## config.mk

```make
export PLATFORM = sky130hd
export DESIGN_NAME = persistent_band_on_off_regulator
export DESIGN_NICKNAME = d
export VERILOG_FILES = /design/src/rtl/pbr_pkg.sv /design/src/rtl/pbr_cfg.sv /design/src/rtl/pbr_core.sv /design/src/rtl/persistent_band_on_off_regulator.sv
export SDC_FILE = /design/constraint.sdc
export NUM_CORES = 1
export LEC_CHECK = 0
export ABC_AREA = 1
export BUFFER_PORTS_ARGS = -buffer_cell sky130_fd_sc_hd__buf_2
export CORE_MARGIN = 2
export CORE_UTILIZATION = 50
export DETAILED_ROUTE_END_ITERATION = 10
export GPL_TIMING_DRIVEN = 0
export HOLD_SLACK_MARGIN = 0.05
export PLACE_DENSITY = 0.71
export SYNTH_ARGS = -nofsm -noshare
export SYNTH_HDL_FRONTEND = slang
export SYNTH_SLANG_ARGS = --single-unit
```

## constraint.sdc

```tcl
create_clock -name clk -period 8.8 [get_ports clk]
set_input_delay 0.88 -clock clk [delete_from_list [all_inputs] [get_ports clk]]
set_output_delay 0.88 -clock clk [all_outputs]
set_load 0.03 [all_outputs]
```

## src/rtl/pbr_pkg.sv

```systemverilog
package pbr_pkg;

  localparam int CfgIndexW = 3;
  localparam int CfgDataW  = 20;

  // register indexes of the configuration port
  localparam logic [CfgIndexW-1:0] REG_LINKAGE_ENABLE   = 3'd0;
  localparam logic [CfgIndexW-1:0] REG_DAY_TARGET       = 3'd1;
  localparam logic [CfgIndexW-1:0] REG_NIGHT_TARGET     = 3'd2;
  localparam logic [CfgIndexW-1:0] REG_BAND_HALF_WIDTH  = 3'd3;
  localparam logic [CfgIndexW-1:0] REG_DAY_START_MINUTE = 3'd4;
  localparam logic [CfgIndexW-1:0] REG_DAY_END_MINUTE   = 3'd5;
  localparam logic [CfgIndexW-1:0] REG_PERSIST_TICKS    = 3'd6;
  localparam logic [CfgIndexW-1:0] REG_HOLD_TICKS       = 3'd7;

  // relay command codes
  localparam logic [1:0] CMD_NONE = 2'd0;
  localparam logic [1:0] CMD_OFF  = 2'd1;
  localparam logic [1:0] CMD_ON   = 2'd2;

  localparam logic [7:0]  BAND_HALF_WIDTH_RESET = 8'd2;
  localparam logic [7:0]  PERSIST_TICKS_RESET   = 8'd60;
  localparam logic [19:0] HOLD_TICKS_RESET      = 20'd900;

  localparam logic [10:0] MINUTES_PER_HOUR = 11'd60;
  localparam logic [4:0]  LAST_HOUR        = 5'd23;
  localparam logic [3:0]  FIRST_MONTH      = 4'd1;
  localparam logic [3:0]  LAST_MONTH       = 4'd12;
  localparam logic [7:0]  RUN_COUNT_MAX    = 8'd255;

  typedef struct packed {
    logic               linkage_enable;
    logic signed [10:0] day_target;
    logic signed [10:0] night_target;
    logic [7:0]         band_half_width;
    logic [10:0]        day_start_minute;
    logic [10:0]        day_end_minute;
    logic [7:0]         persist_ticks;
    logic [19:0]        hold_ticks;
  } cfg_t;

  typedef struct packed {
    logic signed [31:0] sample;
    logic [4:0]         hour;
    logic [5:0]         minute;
    logic [3:0]         month;
    logic               sensor_present;
    logic               relay_is_on;
    logic               manual_lock;
  } item_t;

  typedef struct packed {
    logic       over_flag;
    logic       under_flag;
    logic [1:0] relay_command;
    logic       hold_active;
  } result_t;

endpackage

```

## src/rtl/pbr_cfg.sv

```systemverilog
module pbr_cfg (
  input  logic                          clk,
  input  logic                          rst,
  input  logic                          cfg_valid,
  output logic                          cfg_ready,
  input  logic [pbr_pkg::CfgIndexW-1:0] cfg_index,
  input  logic [pbr_pkg::CfgDataW-1:0]  cfg_data,
  output pbr_pkg::cfg_t                 cfg
);
  import pbr_pkg::*;

  assign cfg_ready = 1'b1;

  always_ff @(posedge clk) begin
    if (rst) begin
      cfg.linkage_enable   <= 1'b0;
      cfg.day_target       <= '0;
      cfg.night_target     <= '0;
      cfg.band_half_width  <= BAND_HALF_WIDTH_RESET;
      cfg.day_start_minute <= '0;
      cfg.day_end_minute   <= '0;
      cfg.persist_ticks    <= PERSIST_TICKS_RESET;
      cfg.hold_ticks       <= HOLD_TICKS_RESET;
    end else if (cfg_valid) begin
      case (cfg_index)
        REG_LINKAGE_ENABLE:   cfg.linkage_enable   <= cfg_data[0];
        REG_DAY_TARGET:       cfg.day_target       <= cfg_data[10:0];
        REG_NIGHT_TARGET:     cfg.night_target     <= cfg_data[10:0];
        REG_BAND_HALF_WIDTH:  cfg.band_half_width  <= cfg_data[7:0];
        REG_DAY_START_MINUTE: cfg.day_start_minute <= cfg_data[10:0];
        REG_DAY_END_MINUTE:   cfg.day_end_minute   <= cfg_data[10:0];
        REG_PERSIST_TICKS:    cfg.persist_ticks    <= cfg_data[7:0];
        REG_HOLD_TICKS:       cfg.hold_ticks       <= cfg_data[19:0];
        default: ;
      endcase
    end
  end

endmodule

```

## src/rtl/pbr_core.sv

```systemverilog
module pbr_core (
  input  logic             clk,
  input  logic             rst,
  input  logic             step,
  input  pbr_pkg::item_t   item,
  input  pbr_pkg::cfg_t    cfg,
  output pbr_pkg::result_t res
);
  import pbr_pkg::*;

  logic [7:0]  over_run_count;
  logic [7:0]  under_run_count;
  logic        over_state;
  logic        under_state;
  logic [19:0] hold_remaining;

  logic [7:0]  over_run_count_next;
  logic [7:0]  under_run_count_next;
  logic        over_state_next;
  logic        under_state_next;
  logic [19:0] hold_remaining_next;

  logic               active;
  logic [10:0]        minute_of_day;
  logic               is_day;
  logic signed [10:0] target;
  logic signed [11:0] hi_units;
  logic signed [11:0] lo_units;
  logic signed [15:0] hi_ext;
  logic signed [15:0] lo_ext;
  logic signed [15:0] hi;
  logic signed [15:0] lo;
  logic signed [31:0] hi32;
  logic signed [31:0] lo32;
  logic               over_cond;
  logic               under_cond;
  logic [8:0]         over_step;
  logic [8:0]         under_step;
  logic               blocked;
  logic               turn_on;
  logic [1:0]         cmd;

  // returns {toggle, new count}
  function automatic logic [8:0] run_tick(input logic [7:0] cnt, input logic cond,
                                          input logic [7:0] persist);
    logic [7:0] n;
    n = (cnt < RUN_COUNT_MAX) ? cnt + 8'd1 : RUN_COUNT_MAX;
    if (!cond) begin
      run_tick = 9'd0;
    end else if (n > persist) begin
      run_tick = {1'b1, 8'd0};
    end else begin
      run_tick = {1'b0, n};
    end
  endfunction

  always_comb begin
    active = cfg.linkage_enable && item.sensor_present &&
             (item.month >= FIRST_MONTH) && (item.month <= LAST_MONTH) &&
             (item.hour <= LAST_HOUR);
    minute_of_day = 11'(item.hour) * MINUTES_PER_HOUR + 11'(item.minute);
    is_day = (minute_of_day >= cfg.day_start_minute) &&
             (minute_of_day <= cfg.day_end_minute);
    target = is_day ? cfg.day_target : cfg.night_target;

    hi_units = {target[10], target} + $signed({4'b0000, cfg.band_half_width});
    lo_units = {target[10], target} - $signed({4'b0000, cfg.band_half_width});
    hi_ext = {{4{hi_units[11]}}, hi_units};
    lo_ext = {{4{lo_units[11]}}, lo_units};
    // times ten as x*8 + x*2
    hi = (hi_ext <<< 3) + (hi_ext <<< 1);
    lo = (lo_ext <<< 3) + (lo_ext <<< 1);
    hi32 = {{16{hi[15]}}, hi};
    lo32 = {{16{lo[15]}}, lo};

    over_cond  = over_state  ? (item.sample < hi32) : (item.sample > hi32);
    under_cond = under_state ? (item.sample > lo32) : (item.sample < lo32);
    over_step  = run_tick(over_run_count, over_cond, cfg.persist_ticks);
    under_step = run_tick(under_run_count, under_cond, cfg.persist_ticks);

    blocked = hold_remaining != 20'd0;

    over_run_count_next  = over_run_count;
    under_run_count_next = under_run_count;
    over_state_next      = over_state;
    under_state_next     = under_state;
    if (active) begin
      over_run_count_next  = over_step[7:0];
      under_run_count_next = under_step[7:0];
      over_state_next      = over_state ^ over_step[8];
      under_state_next     = under_state ^ under_step[8];
    end

    cmd     = CMD_NONE;
    turn_on = 1'b0;
    if (active && !item.manual_lock) begin
      if (over_state_next) begin
        if (item.relay_is_on) begin
          cmd = CMD_OFF;
        end
      end else if (under_state_next && !blocked && !item.relay_is_on) begin
        cmd     = CMD_ON;
        turn_on = 1'b1;
      end
    end

    // the hold counts down on every tick while nonzero, whether the item is active or not
    hold_remaining_next = blocked ? hold_remaining - 20'd1 : hold_remaining;
    if (turn_on) begin
      hold_remaining_next = cfg.hold_ticks;
    end

    res.over_flag     = over_state_next;
    res.under_flag    = under_state_next;
    res.relay_command = cmd;
    res.hold_active   = hold_remaining_next != 20'd0;
  end

  always_ff @(posedge clk) begin
    if (rst) begin
      over_run_count  <= '0;
      under_run_count <= '0;
      over_state      <= 1'b0;
      under_state     <= 1'b0;
      hold_remaining  <= '0;
    end else if (step) begin
      over_run_count  <= over_run_count_next;
      under_run_count <= under_run_count_next;
      over_state      <= over_state_next;
      under_state     <= under_state_next;
      hold_remaining  <= hold_remaining_next;
    end
  end

endmodule

```

## src/rtl/persistent_band_on_off_regulator.sv

```systemverilog
// On/off regulator with a persistence-qualified band. One regulation tick per
// input transfer; a new tick is taken every cycle as long as the result side
// keeps up. A tick is held in the input register and its result is then
// captured in the result register, which raises out_valid; the move into the
// result register stalls while an untaken result is still held there, and the
// input register then holds its tick as well. The throughput of one tick per
// cycle, while the result side keeps up, rests on the core updating the run
// counters, flags and hold counter on every step. Configuration writes take
// effect in the cycle after their transfer and are always accepted.
module persistent_band_on_off_regulator (
  input  logic                          clk,
  input  logic                          rst,
  input  logic                          cfg_valid,
  output logic                          cfg_ready,
  input  logic [pbr_pkg::CfgIndexW-1:0] cfg_index,
  input  logic [pbr_pkg::CfgDataW-1:0]  cfg_data,
  input  logic                          in_valid,
  output logic                          in_ready,
  input  logic signed [31:0]            sample,
  input  logic [4:0]                    hour,
  input  logic [5:0]                    minute,
  input  logic [3:0]                    month,
  input  logic                          sensor_present,
  input  logic                          relay_is_on,
  input  logic                          manual_lock,
  output logic                          out_valid,
  input  logic                          out_ready,
  output logic                          over_flag,
  output logic                          under_flag,
  output logic [1:0]                    relay_command,
  output logic                          hold_active
);
  import pbr_pkg::*;

  cfg_t    cfg;
  item_t   s1_item;
  logic    s1_valid;
  result_t core_res;
  result_t out_res;
  logic    out_load;
  logic    step;

  assign out_load = !out_valid || out_ready;
  assign step     = s1_valid && out_load;
  assign in_ready = !s1_valid || out_load;

  pbr_cfg u_cfg (
    .clk       (clk),
    .rst       (rst),
    .cfg_valid (cfg_valid),
    .cfg_ready (cfg_ready),
    .cfg_index (cfg_index),
    .cfg_data  (cfg_data),
    .cfg       (cfg)
  );

  pbr_core u_core (
    .clk  (clk),
    .rst  (rst),
    .step (step),
    .item (s1_item),
    .cfg  (cfg),
    .res  (core_res)
  );

  always_ff @(posedge clk) begin
    if (rst) begin
      s1_valid <= 1'b0;
    end else if (in_ready) begin
      s1_valid <= in_valid;
    end
  end

  always_ff @(posedge clk) begin
    if (in_ready && in_valid) begin
      s1_item <= '{sample, hour, minute, month, sensor_present, relay_is_on, manual_lock};
    end
  end

  always_ff @(posedge clk) begin
    if (rst) begin
      out_valid <= 1'b0;
    end else if (out_load) begin
      out_valid <= s1_valid;
    end
  end

  always_ff @(posedge clk) begin
    if (step) begin
      out_res <= core_res;
    end
  end

  assign over_flag     = out_res.over_flag;
  assign under_flag    = out_res.under_flag;
  assign relay_command = out_res.relay_command;
  assign hold_active   = out_res.hold_active;

`ifndef NO_ASSERTIONS
  a_cmd_code: assert property (@(posedge clk) disable iff (rst)
    out_valid |-> (relay_command == CMD_NONE || relay_command == CMD_OFF ||
                   relay_command == CMD_ON))
    else $error("relay command code out of range");

  a_on_not_over: assert property (@(posedge clk) disable iff (rst)
    (out_valid && relay_command == CMD_ON) |-> !over_flag)
    else $error("turn-on issued while over flag set");

  a_on_starts_hold: assert property (@(posedge clk) disable iff (rst)
    (out_valid && relay_command == CMD_ON && cfg.hold_ticks != '0) |-> hold_active)
    else $error("turn-on did not start the hold");

  a_ready_when_empty: assert property (@(posedge clk) disable iff (rst)
    !out_valid |-> in_ready)
    else $error("input stalled with empty result register");
`endif

endmodule
```

==> results of run 1 <==
## metal layers
| layer | GRT usage | wire [um] |
|---|---|---|
| met1 | 0.302 | 14100 |
| met2 | 0.410 | 16000 |
| met3 | 0.0393 | 1660 |
| met4 | 0.0777 | 1100 |
| met5 | 0 | 0 |
## repair_timing
item,in CTS,in global routing
gates resized for setup,102,142
pin swaps,66,106
setup endpoints to repair,43,43
setup buffers,54,41
gates cloned,1,0
## cell families (layout without fill, tap and decap cells)
family,after synthesis,in the layout
compound gates,320,320
xor+xnor,53,53
fa+ha+maj,174,174
buf+inv,263,471
flops,176,176
mux,6,6
other cells,1,1
simple gates,564,564
## cell usage in the layout (no fill, tap or decap), types with 5 or more instances in the layout
cell	synthesis	routed
sky130_fd_sc_hd__inv_2	2	21
sky130_fd_sc_hd__inv_1	227	204
sky130_fd_sc_hd__dfxtp_1	121	121
sky130_fd_sc_hd__nor2_4	2	10
sky130_fd_sc_hd__o21ai_0	120	98
sky130_fd_sc_hd__fa_1	12	8
sky130_fd_sc_hd__o21ai_1	0	8
sky130_fd_sc_hd__o21bai_1	17	10
sky130_fd_sc_hd__o21ai_2	1	10
sky130_fd_sc_hd__nand2_4	1	20
sky130_fd_sc_hd__nor2_1	175	163
sky130_fd_sc_hd__nand3_2	3	11
sky130_fd_sc_hd__clkbuf_1	32	32
sky130_fd_sc_hd__a21oi_4	0	6
sky130_fd_sc_hd__buf_2	0	82
sky130_fd_sc_hd__a21oi_2	0	27
sky130_fd_sc_hd__buf_4	1	74
sky130_fd_sc_hd__edfxtp_1	55	55
sky130_fd_sc_hd__a21oi_1	149	116
sky130_fd_sc_hd__ha_4	0	16
sky130_fd_sc_hd__o211ai_1	13	13
sky130_fd_sc_hd__nor4_1	5	5
sky130_fd_sc_hd__clkbuf_16	0	19
sky130_fd_sc_hd__nand3_1	49	35
sky130_fd_sc_hd__nand2_2	3	38
sky130_fd_sc_hd__nand3_4	1	7
sky130_fd_sc_hd__nand4_1	9	9
sky130_fd_sc_hd__mux2_2	6	5
sky130_fd_sc_hd__xor2_1	43	38
sky130_fd_sc_hd__ha_1	162	145
sky130_fd_sc_hd__nor2_2	5	9
sky130_fd_sc_hd__o21ai_4	0	5
sky130_fd_sc_hd__nor3_1	9	9
sky130_fd_sc_hd__nand2_1	278	224
sky130_fd_sc_hd__xnor2_1	10	9
sky130_fd_sc_hd__a21o_1	8	8
sky130_fd_sc_hd__buf_6	1	20
## report_power, final
group,total [uW],switching [uW],internal (uW)
Clock,785,366,418
Sequential,901,27.0,874
Combinational,2520,1440,1080
Total,4210,1830,2380
## worst max-delay path by stage
stage | start | cells after the start | end | slack (ps)
final | s1_item[15] | 59 | hold_active | -1610
after global routing | s1_item[15] | 59 | hold_active | -2160
after CTS | s1_item[13] | 57 | hold_active | -1120
after detailed placement | s1_item[15] | 59 | hold_active | -1800
after global placement | s1_item[15] | 59 | hold_active | -1640
after floorplan | s1_item[15] | 57 | hold_active | -430
## cell usage after synthesis (3+ instances only)
master / instances / area share
sky130_fd_sc_hd__a21o_1: 8 / 0.0050
sky130_fd_sc_hd__a21oi_1: 149 / 0.062
sky130_fd_sc_hd__a22oi_1: 3 / 0.0019
sky130_fd_sc_hd__and2_1: 3 / 0.0016
sky130_fd_sc_hd__clkbuf_1: 32 / 0.010
sky130_fd_sc_hd__dfxtp_1: 121 / 0.20
sky130_fd_sc_hd__edfxtp_1: 55 / 0.14
sky130_fd_sc_hd__fa_1: 12 / 0.020
sky130_fd_sc_hd__ha_1: 162 / 0.17
sky130_fd_sc_hd__inv_1: 227 / 0.071
sky130_fd_sc_hd__mux2_2: 6 / 0.0056
sky130_fd_sc_hd__nand2_1: 278 / 0.087
sky130_fd_sc_hd__nand2_2: 3 / 0.0016
sky130_fd_sc_hd__nand3_1: 49 / 0.020
sky130_fd_sc_hd__nand3_2: 3 / 0.0025
sky130_fd_sc_hd__nand3b_1: 3 / 0.0019
sky130_fd_sc_hd__nand4_1: 9 / 0.0047
sky130_fd_sc_hd__nor2_1: 175 / 0.055
sky130_fd_sc_hd__nor2_2: 5 / 0.0026
sky130_fd_sc_hd__nor3_1: 9 / 0.0038
sky130_fd_sc_hd__nor3_2: 3 / 0.0025
sky130_fd_sc_hd__nor4_1: 5 / 0.0026
sky130_fd_sc_hd__o211ai_1: 13 / 0.0081
sky130_fd_sc_hd__o21ai_0: 120 / 0.050
sky130_fd_sc_hd__o21bai_1: 17 / 0.011
sky130_fd_sc_hd__o31ai_1: 3 / 0.0019
sky130_fd_sc_hd__or2_2: 3 / 0.0016
sky130_fd_sc_hd__xnor2_1: 10 / 0.0073
sky130_fd_sc_hd__xor2_1: 43 / 0.031
## state kept, by name, summed over array words and instances, names as in the netlist, 2 cells and up
register                flops
u_cfg.cfg                  81
s1_item                    50
u_core.hold_remaining      20
u_core.over_run_count       8
u_core.under_run_count      8
relay_command               2
## worst max-delay path: cells and delay by family, from the launching register on
kind / cells / cell delay, ps
DFF: 1 / 440
and+or+nand+nor: 25 / 2680
buffers and inverters: 11 / 1140
xor gates and xnor gates: 3 / 490
muxes: 1 / 330
AOI/OAI and AO/OA: 11 / 1970
adders and majority gates: 8 / 3040
## layout make-up
cell class                      instances  share of cell area
Tap cell                              319              0.0260
Clock inverter                         13             0.00914
Timing Repair Buffer                  176              0.0791
Sequential cell                       176               0.266
Clock buffer                           19              0.0296
Inverter                              229              0.0570
Buffer                                 34              0.0104
Multi-Input combinational cell       1118               0.523
## metrics by stage
stage / instance area [sq um] / util
floorplan: 12200 / -
global placement: 13000 / 0.552
detailed placement: 13000 / 0.553
CTS: 14400 / 0.614
global route: 15300 / 0.651
finish: 15300 / 0.651
==> qor_table.md, run 1 <==
| Result | Reported |
|:---|:---|
| Vias per cell | 5.37 |
| Worst path max stage delay | 590 ps |
| Final antenna-violating net count | 0 |
| Placement-stage worst setup slack | -1800 ps |
| Number of cells on the worst hold path | 2 |
| Data arrival time of the worst path | 10,600 ps |
| Min-Delay Startpoint | u_cfg.cfg[79] |
| Period Utilization, post-route | 1.18 |
| Number of top-level design ports | 86 |
| Library cell used as clock root buffer | sky130_fd_sc_hd__clkbuf_16 |
| Number of placed instances with taps included | 1,959 |
| Critical path's slowest cell | sky130_fd_sc_hd__fa_1 |
| Worst Hold Slack | 457 ps |
| Hold-critical path endpoint | u_cfg.cfg[79] |
| Total wire length | 32,900 um |
| Total area of multi-input combinational cells | 8020 sq um |
| Number of buffers on the longest clock path | 2 |
| Routed length per placed instance | 15.8 um |
| Combinational family with the most area after synthesis | simple AND/OR/NAND/NOR gates |
| Fraction of final layout cells sized beyond drive strength 1 | 0.247 |
| Setup slack after layout | -1610 ps |
| Via total after detailed routing | 11,200 |
| Maximum number of pins on one net before global-route repair | 35 |
| CP most frequent cell | sky130_fd_sc_hd__nand2_2 |
| Reg2reg setup slack | -1610 ps |
| Total congestion overflow after global routing | 0 |
| Number of non-filler instances in the completed layout | 2,084 |
| FF-to-FF End | hold_active |
| Die outline height | 159 um |
| Area of the placeable core | 23,500 sq um |
| Multiplexer share of the synthesized area | 0.00563 |
| Yosys warns | 0 |
| Post-Synthesis Mean Instance Area | 7.71 sq um |
| Maximum fanout encountered on the critical timing path | 7 |
| CTS tree | done |
| Critical path class | flip-flop to flip-flop |
| Leak Pwr | 0.00720 uW |
| Number of remaining DRC errors | 0 |
| Number of slew-limit violations in the final report | 0 |
| Layout Area Growth over Synthesis | 27.6% |
| Via count of the first global-routing pass | 10,300 |
| Status | finished, violations left |
| Placed wire-length estimate after detailed placement | 21,600 um |
| Fillcell total | 1,915 |
| Wire length of the first global-routing pass | 48,900 um |
| Share of synthesized cell area in and, or, nand and nor gates | 0.200 |
| Cell depth of the worst flop-to-flop path | 59 |
| Part of the Yosys area used for sequential elements | 0.339 |
| Worst vdd rail ir drop | 0.000245 V |
| Worst-case headroom to the max-slew limit | 0.369 |
| Violations in the final reports | negative setup slack |
| Xor/xnor cell area share of the yosys netlist | 0.0386 |
| Post-synth net total | 1,809 |
| EDFF count, synth | 55 |
| Startpoint class of the critical path | flip-flop |
| Actual transition at the worst max-transition pin | 936 ps |
| TritonCTS Buffers | 17 |
| Element type at the critical path end | flip-flop |
| Reported max-cap violation count | 0 |
| Total Die Area | 25,300 sq um |
| Std cell rows | 56 |
| Final weighted congestion in routability-driven placement | 0.879 |
| H-tree depth reported by CTS | 4 |
| Iteration count of the initial detailed-routing pass | 5 |
| # diodes | 0 |
| Clock-pin transition on the worst setup and hold timing paths | 80 ps |
| Worst-case clock skew | 13.5 ps |
| Final number of setup-violating endpoints | 43 |
| Synthesized-area fraction occupied by ao, oa, aoi and oai cells | 0.144 |
| Antenna violations before repair | 0 |
| Clock latency reported for the late side of the worst-skew pair | 440 ps |
| First DRT Iteration DRCs | 891 |
| Setup Total Neg Slack | -49,450 ps |
| Final critical path time including I/O delays and setup | 10,410 ps |
| Most instantiated flip-flop cell in the synthesis netlist | sky130_fd_sc_hd__dfxtp_1 |
| # port buffers | 82 |
| Post-synthesis instance total | 1,557 |
| Post-synthesis async set-or-reset flop share | 0 |
| Count of endpoints failing hold in the final timing report | 0 |
| Total area of sequential cells | 4070 sq um |
| Post-synthesis share of cell area spent on full adders, half adders and majority gates | 0.189 |
| Worst min path class | flip-flop to flip-flop |
| Hold buffer count at CTS | 0 |
| TritonCTS sink count | 176 |
| Effective utilization at floorplan | 0.510 |
| Area of the mapped netlist | 12,000 sq um |
| Number of nets in the layout | 2,004 |
| Data required time of the critical path | 8990 ps |
| Seq cells post-synth | 176 |
| GRT Total Usage | 0.237 |
| Max Fclk | 96.0 MHz |
| Unrepaired setup endpoints after global routing | true |
| Horiz. Die Dim | 159 um |
| Worst reg2reg path startpoint | s1_item[15] |
| Total chip power | 4210 uW |
| Distinct cell type count of the synthesized netlist | 51 |
| Power density normalized to cell area | 274 nW/um^2 |
No activity file was read; power rests on OpenSTA's default activity.
==> run 2, diff against run 1 <==
--- a/config.mk
+++ b/config.mk
@@ -13,6 +13,7 @@
 export GPL_TIMING_DRIVEN = 0
 export HOLD_SLACK_MARGIN = 0.05
 export PLACE_DENSITY = 0.71
+export REMOVE_ABC_BUFFERS = 1
 export SYNTH_ARGS = -nofsm -noshare
 export SYNTH_HDL_FRONTEND = slang
 export SYNTH_SLANG_ARGS = --single-unit
==> qor_table.md, run 2 (synthesis results as in run 1) <==
| Result | Reported |
|:---|:---|
| Internal power consumption | 2340 uW |
| Power density normalized to cell area | 284 nW/um^2 |
| Worst setup path start | s1_item[14] |
| Worst vdd rail ir drop | 0.000282 V |
| Antenna violations before repair | 0 |
| Clock-pin transition on the worst setup and hold timing paths | 80 ps |
| Setup Total Neg Slack | -40,020 ps |
| Most frequent standard cell in the layout excluding fill and tap cells | sky130_fd_sc_hd__nand2_1 |
| Worst reg2reg path startpoint | s1_item[14] |
| Grt met3 use | 0.0318 |
| Final instance area | 14,700 sq um |
| Flip-flop count of the largest register after layout | 81 |
| Final number of setup-violating endpoints | 43 |
| Net switching power | 1850 uW |
| Setup slack after layout | -1470 ps |
| Number of top-level design ports | 86 |
| Part of the power in registers | 0.215 |
| Library cell used as clock root buffer | sky130_fd_sc_hd__clkbuf_16 |
| Registers with the highest flip-flop counts | u_cfg.cfg (81), s1_item (50), u_core.hold_remaining (20) |
| Register name with the most flops | u_cfg.cfg |
| Worst-case clock skew | 17.2 ps |
| Max Fclk | 97.4 MHz |
| Critical path's slowest cell | sky130_fd_sc_hd__fa_1 |
| TritonCTS sink count | 176 |
| Met2 routing resource usage after global routing | 0.412 |
| Period Utilization, post-route | 1.17 |
| # port buffers | 84 |
| Iteration count of the initial detailed-routing pass | 8 |
| Final critical path time including I/O delays and setup | 10,270 ps |
| Post-DP Area | 12,700 sq um |
| Number of nets in the layout | 1,966 |
| Total Die Area | 25,300 sq um |
| Switching share of power | 0.442 |
| Std cell rows | 56 |
| Element type at the critical path end | flip-flop |
| Horiz. Die Dim | 159 um |
| CP most frequent cell | sky130_fd_sc_hd__nand2_2 |
| Routed length per placed instance | 15.1 um |
| Unrepaired setup endpoints after global routing | true |
| Actual transition at the worst max-transition pin | 1030 ps |
| Placed wire-length estimate after detailed placement | 20,100 um |
| Total wire length | 30,800 um |
| Startpoint class of the critical path | flip-flop |
| Maximum number of pins on one net before global-route repair | 57 |
| Combinational Power Share | 0.607 |
| Fraction of final layout cells sized beyond drive strength 1 | 0.222 |
| Data arrival time of the worst path | 10,460 ps |
| Total area of multi-input combinational cells | 7720 sq um |
| Worst min path class | flip-flop to flip-flop |
| CTS tree | done |
| GRT Total Usage | 0.230 |
| Count of endpoints failing hold in the final timing report | 0 |
| Clock latency reported for the late side of the worst-skew pair | 440 ps |
| Final antenna-violating net count | 0 |
| Via total after detailed routing | 10,800 |
| Met1 usage | 0.284 |
| Total area of sequential cells | 4070 sq um |
| Min-Delay Startpoint | u_cfg.cfg[67] |
| Fillcell total | 1,985 |
| Total congestion overflow after global routing | 0 |
| Final weighted congestion in routability-driven placement | 0.901 |
| Worst path max stage delay | 570 ps |
| Wire length of the first global-routing pass | 48,000 um |
| Violations in the final reports | negative setup slack |
| Area of the placeable core | 23,500 sq um |
| Vias per cell | 5.27 |
| Critical path class | flip-flop to flip-flop |
| Number of buffers on the longest clock path | 2 |
| Leading cell types in the layout, fill and taps excluded | sky130_fd_sc_hd__nand2_1, sky130_fd_sc_hd__inv_1, sky130_fd_sc_hd__nor2_1 |
| Layout Area Growth over Synthesis | 22.8% |
| TritonCTS Buffers | 17 |
| Number of remaining DRC errors | 0 |
| H-tree depth reported by CTS | 4 |
| Hold buffer count at CTS | 0 |
| Via count of the first global-routing pass | 10,200 |
| Share of power burned in the clock network | 0.178 |
| Reported max-cap violation count | 0 |
| Worst-case headroom to the max-slew limit | 0.313 |
| First DRT Iteration DRCs | 669 |
| GRT Max-Usage Layer | met2 |
| Maximum fanout encountered on the critical timing path | 7 |
| # diodes | 0 |
| Number of slew-limit violations in the final report | 0 |
| Die outline height | 159 um |
| Status | finished, violations left |
| Data required time of the critical path | 8990 ps |
| Effective utilization at floorplan | 0.510 |
| Leak Pwr | 0.00702 uW |
[run 2: changes by cell type in the layout (fill, tap and decap cells not counted), moves of 6 or more]
cell	change
sky130_fd_sc_hd__clkbuf_1	-31
sky130_fd_sc_hd__nand2_2	-9
sky130_fd_sc_hd__a21oi_1	+6
sky130_fd_sc_hd__inv_1	+8
sky130_fd_sc_hd__nand2_4	-10
sky130_fd_sc_hd__nand2_1	+18
sky130_fd_sc_hd__buf_6	-11
sky130_fd_sc_hd__ha_1	+6
sky130_fd_sc_hd__o21ai_0	+6
[run 2: per-layer routing]
metal  routed length [um]  vias up
li1                     -     5432
met1                13500     5018
met2                15200      264
met3                 1310       60
met4                  830        0
met5                    0        -
[run 2: worst max-delay path: cells and delay by family, from the launching register on]
kind	cells	cell delay [ps]
XOR/XNOR	2	430
buffers and inverters	9	790
AO/OA/AOI/OAI	12	1870
adder cells (fa/ha/maj)	9	3310
flip-flops	1	430
AND/OR/NAND/NOR	26	3150
[run 2: area by class of cell]
| cell class | count | share of cell area |
|---|---|---|
| inverter | 229 | 0.0585 |
| clock buffer | 19 | 0.0300 |
| clock inverter | 13 | 0.00815 |
| timing repair buffer | 170 | 0.0763 |
| multi-input combinational | 1120 | 0.524 |
| sequential | 176 | 0.276 |
| tap | 319 | 0.0271 |
[run 2: through the flow]
step / setup slack [ps] / cells / power [uW] / util / hold slack, ps
after global routing: -1950 / 2046 / 4510 / 0.626 / 474
after global placement: -2160 / 1926 / 2630 / 0.539 / 437
after CTS: -973 / 2020 / 3770 / 0.601 / 449
after detailed placement: -2440 / 1928 / 2700 / 0.541 / 439
final: -1470 / 2046 / 4190 / 0.626 / 455
after floorplan: -790 / 1523 / 2320 / - / 427
[run 2: power groups by stage]
stage | sequential, uW | clock [uW] | combinational, uW
detailed placement | 918 | 0 | 1780
finish | 900 | 746 | 2550
global route | 904 | 786 | 2820
global placement | 918 | 0 | 1710
CTS | 899 | 753 | 2120
floorplan | 913 | 0 | 1410
[run 2: worst paths after layout]
check	end	slack [ps]	cells after the start
setup / recovery	hold_active	-1470	58
setup reg to reg	hold_active	-1470	58
hold / removal	u_cfg.cfg[67]	460	2
hold reg to reg	u_cfg.cfg[67]	460	2
[run 2: repair_timing]
action	4_1_cts	5_1_grt
pin swaps	57	81
resized for setup	108	98
gates cloned	2	0
endpoints found under the setup margin	43	43
setup buffers	58	27
